==> src/design/swm_pkg.sv <==
// Package for the sliding window minimum block.
// Holds the shared sample width, the count width and the scan token type.
// No dependencies.
package swm_pkg;

  localparam int SAMPLE_W       = 32;
  localparam int CFG_W          = 7;
  localparam int MAX_WINDOW_DEF = 64;
  // Wide enough for any window count up to the largest supported depth.
  localparam int TOK_CNT_W      = 11;

  typedef logic signed [SAMPLE_W-1:0] sample_t;

  typedef struct packed {
    logic                 vld;
    sample_t              min;
    logic [TOK_CNT_W-1:0] cnt;
  } swm_token_t;

endpackage

==> src/design/swm_cell.sv <==
// One cell of the sliding window minimum chain.
// Holds one stored sample and one stage of the travelling minimum token.
// Depends on swm_pkg.
module swm_cell (
  input  logic               clk,
  input  logic               rst_n,
  input  logic               shift_en,
  input  swm_pkg::sample_t   val_in,
  output swm_pkg::sample_t   val_out,
  input  swm_pkg::swm_token_t tok_in,
  output swm_pkg::swm_token_t tok_out
);
  import swm_pkg::*;

  sample_t    val_r;
  swm_token_t tok_r;
  swm_token_t tok_nxt;

  // A token with count left folds this cell's sample in; otherwise it passes on.
  always_comb begin
    tok_nxt = tok_in;
    if (tok_in.vld && (tok_in.cnt != '0)) begin
      tok_nxt.cnt = tok_in.cnt - TOK_CNT_W'(1);
      if (val_r < tok_in.min) begin
        tok_nxt.min = val_r;
      end
    end
  end

  always_ff @(posedge clk) begin
    if (shift_en) begin
      val_r <= val_in;
    end
  end

  always_ff @(posedge clk) begin
    if (!rst_n) begin
      tok_r.vld <= 1'b0;
    end else begin
      tok_r <= tok_nxt;
    end
  end

  assign val_out = val_r;
  assign tok_out = tok_r;

endmodule
==> config.mk <==
export PLATFORM = sky130hd
export DESIGN_NAME = swm_cell
export DESIGN_NICKNAME = d
export VERILOG_FILES = /design/src/design/swm_pkg.sv /design/src/design/swm_cell.sv
export SDC_FILE = /design/constraint.sdc
export NUM_CORES = 1
export LEC_CHECK = 0
export BUFFER_PORTS_ARGS = -buffer_cell sky130_fd_sc_hd__buf_2
export CAP_MARGIN = 20
export CORE_MARGIN = 2
export CORE_UTILIZATION = 43
export DETAILED_ROUTE_END_ITERATION = 10
export HOLD_SLACK_MARGIN = 0.08
export PLACE_DENSITY = 0.72
export SYNTH_ARGS = -nofsm -noshare
export SYNTH_HDL_FRONTEND = slang
export SYNTH_SLANG_ARGS = --single-unit
==> constraint.sdc <==
create_clock -name clk -period 2.7 [get_ports clk]
set_clock_uncertainty 0.05 [all_clocks]
set_input_delay 0.405 -clock clk [delete_from_list [all_inputs] [get_ports clk]]
set_output_delay 0.405 -clock clk [all_outputs]
set_load 0.03 [all_outputs]
## Word level (Yosys, flattened, before mapping)

Cells that the tools add are included.

- $lt $le $gt $ge: 1
- Reduce and logical (&&, ||, !) cells: 2
- Add/sub/neg operators: 1
- Multiplexer cells: 2

Operators with widths:

| operator | number |
|---|---|
| 2-to-1 mux 43 bit | 1 |
| < comparator 32 bit | 1 |
| 2-to-1 mux 32 bit | 1 |
| nonzero test 11 bit | 1 |
| subtractor 11 x 1 -> 11 bit (second input constant) | 1 |
| logical AND 1 bit | 1 |

- Output and inout port bits: 76
- Register bits: 76
- Word-level logic and storage cells: 10
- Bits of input ports: 79

## Logic depth before layout (Yosys ltp)

- Word-level depth: 3
- Gate-level depth with buffers: 12

## Worst setup path before layout

OpenSTA, ideal clock, no wires.

- Kind: flip-flop to flip-flop
- Start: register val_r[31], in the netlist val_out[31]
- End: register tok_r (netlist bit tok_out[28]) (data pin)
- Cell stages (with the launch flop): 12
- Arrival: 2.585 ns
- Data required time: 2.372 ns
- Slack: -0.213 ns
- Buffers on the path: 3
- Path through: edfxtp_1 > ha_1 > clkbuf_1 > nand4_1 > nor2_1 > a221oi_1 > and3_1 > clkbuf_1 > clkbuf_1 > a21oi_1 > a311oi_1 > o221ai_1

RTL lines:

| what | RTL line | text |
|---|---|---|
| from (decl) | swm_cell.sv:15 | `sample_t val_r;` |
| from (signal assigned) | swm_cell.sv:32 | `val_r <= val_in;` |
| to (signal assigned) | swm_cell.sv:40 | `tok_r <= tok_nxt;` |
| to (decl) | swm_cell.sv:16 | `swm_token_t tok_r;` |

==> results.md <==
* Top FF cell, synth: edfxtp_1
* Synth top area share at 46.3%
* Synthesis-stage register bit count at 76
* Syn nets at 588
* R2r startpoint: val_out[29]$_DFFE_PP_
* Die area at 12200 sq um
* Vias at 4733
* Synth-to-layout area growth at 37.5%
* Slew Limit Headroom at 43.7%
* Synth async-reset ratio at 0%
* HPWL after DPL at 9580 microns
* Data arrival time of the critical path at 2.74 ns
* WL per Instance at 17.7 microns
* Setup TNS at -0.124 ns
* Clk slew on worst S/H paths at 0.06 ns
* Top post-synthesis cells by count: 75 x edfxtp_1, 44 x a21oi_1, 40 x nand2_1, 35 x clkbuf_1, 35 x nor3_1
* Core box area at 10900 sq um
* Die span in y at 110 microns
* Top-Level Pins at 155
* ANT nets after route at 0
* Leak at 0.00284 uW
* Final setup violating endpoints at 6
* Fraction of layout cells with a size suffix above 1 at 39.6%
* Sequential Power Share at 39.2%
* Pwr dens at 575 nW/um^2
* Drt total wl at 14200 microns
* Clock share of power at 29.1%
* Max cap viols at 0
* # rows at 38
* RePlAce Congestion at 0.816
* Int Pwr at 2570 uW
* TritonCTS Buffers at 9
* DRC violations left at 0
* # diodes at 0
* Switching part of the total at 33.0%
* First-pass GRT wire length at 20600 microns
* Grt total ovfl at 0
* Final Critical Period at 2.74 ns
* Total GRT Usage at 22.3%
* Via/cell ratio at 5.90
* Yosys cell types at 38
* Fmax achieved at 365 MHz
* CTS Buffer Depth at 2
* Largest net degree at the start of global routing at 77
* CTS tree: done
* Req. time, crit path at 2.71 ns
* Clk sinks at 76
* Initial antenna violation count at 1
* Mapped cell area at 4860 sq um
* Die width at 110 microns
* Outcome: finished, violations left
* Hold Vio Cnt, Final at 0
* Comb power frac at 31.7%
* Worst-Margin Slew at 0.844 ns
* H-tree lvl count at 3
* Post-synth EDFFs at 75
* Fin crit share at 101%
* Root Driver: clkbuf_16
* Initial Util at 44.5%
* Hold-fix buffers, CTS at 0
* Vias in the first global route at 4370
* Sequential area share after synthesis at 46.7%
* Top-count cell post-synth: edfxtp_1
* Crit end category: flip-flop
* Avg Inst Size Synth at 10.2 sq um
* Mapped Cells at 477
* Hold Startpoint: val_in[15]
* Port Buffers at 154
* Detailed router's first-iteration violation count at 273
* Nets at 768
* Startpoint Class: input pin
* P_sw at 1270 uW
* First drt pass iteration count at 5
* Power after layout at 3840 uW
* Setup WS post-layout at -0.0380 ns
* CP Launch Point: tok_in[3]
* Final core area utilization at 61.1%
* Fin. max-slew vios at 0
* Post-synth top area cell: edfxtp_1
* Crit path max fanout at 35
* Most area-consuming cells after synthesis: edfxtp_1 46%, ha_1 8.2%, a311oi_1 5.6%, o221ai_1 5.4%, nand3b_1 4.8%
* Crit path kind: input pin to flip-flop
* Yosys warns at 0
* HP Class: input pin to flip-flop
* Failing checks: negative setup slack
* Worst-Skew Late Latency at 0.35 ns
* RSZ-0062 raised after global routing: yes
* Max IR drop VDD at 0.362 mV
-- worst paths after layout --
check | slack, ns | cells after the start | to
setup reg to reg | 0.03 | 10 | tok_out[31]$_DFFE_PP_
hold / removal | 0.17 | 1 | val_out[15]$_DFFE_PP_
hold reg to reg | 0.69 | 1 | tok_out[42]$_DFFE_PP_
setup / recovery | -0.04 | 8 | tok_out[31]$_DFFE_PP_
-- metrics by stage --
step	cells	area [sq um]	setup slack, ns	hold WS (ns)
detailed placement	778	6080	-0.428	0.533
finish	802	6680	-0.0380	0.175
global placement	778	6080	-0.324	0.532
CTS	795	6410	0.00539	0.165
global route	802	6680	-0.0794	0.168
floorplan	477	4870	-0.0634	0.454
-- cell usage in the layout, fill, tap and decap left out, types with 2 or more instances in the layout --
| cell | instances |
|---|---|
| inv_1 | 33 |
| a21oi_2 | 2 |
| o21ai_1 | 2 |
| nand2b_1 | 4 |
| a21o_1 | 2 |
| clkbuf_1 | 6 |
| a21oi_1 | 42 |
| buf_2 | 153 |
| xor2_1 | 6 |
| xnor2_1 | 3 |
| nor3_1 | 34 |
| edfxtp_1 | 75 |
| nand3b_1 | 31 |
| buf_4 | 44 |
| ha_4 | 3 |
| and3_1 | 23 |
| clkbuf_16 | 9 |
| nand4_1 | 7 |
| o21ai_0 | 3 |
| a311oi_2 | 20 |
| and3_4 | 9 |
| buf_6 | 5 |
| nand2_1 | 40 |
| nand3_1 | 3 |
| a311oi_1 | 11 |
| o221ai_1 | 29 |
| ha_1 | 29 |
| nor2_1 | 5 |
| buf_12 | 6 |
-- power groups by stage --
stage	clock [uW]	combinational, uW	sequential [uW]
3_5_place_dp	0	1100	1530
2_1_floorplan	0	486	1750
5_1_grt	1180	1310	1520
6_report	1120	1220	1510
3_3_place_gp	0	1050	1530
4_1_cts	1140	1120	1510
-- area by class of cell --
| type | count | area (sq um) |
|---|---|---|
| clock buffer | 16 | 262 |
| fill | 924 | 4250 |
| inverter | 33 | 124 |
| multi-input combinational | 328 | 2550 |
| sequential | 76 | 2270 |
| tap | 140 | 175 |
| timing repair buffer | 209 | 1300 |
-- what timing repair did --
action	4_1_cts	5_1_grt
pin swaps	1	12
gates resized for setup	5	42
hold endpoints to repair	0	0
setup endpoints to repair	12	31
buffers inserted	0	7
cloned	1	0
-- registers in the layout (all words and copies together) (netlist names) --
name and flops:
tok_out 44, val_out 32
-- worst max-delay path, cell delays in order --
cell      delay (ns)
buf_6           0.09
or4_4           0.53
or3_4           0.35
o41a_4          0.50
buf_12          0.19
and3_4          0.18
a311oi_1        0.27
o221ai_1        0.21
-- logic make-up (layout without fill, tap and decap cells) --
group,Yosys count,count (layout),share of synthesized area (%)
muxes,1,1,0.232
and+or+nand+nor,165,165,19.0
AOI/OAI and AO/OA,121,121,17.9
xor gates and xnor gates,9,9,1.62
buffers and inverters,73,258,6.28
DFF,76,76,46.7
adders and majority gates,32,32,8.24
-- layer usage --
| layer | track usage [%] | routed length (microns) | up-vias |
|---|---|---|---|
| li1 | - | - | 2233 |
| met5 | 0 | 0 | - |
| met3 | 6.00 | 1110 | 18 |
| met1 | 26.6 | 5730 | 2267 |
| met2 | 38.4 | 7120 | 215 |
| met4 | 8.75 | 211 | 0 |
Note: power is estimated with default switching activity, not from simulation.
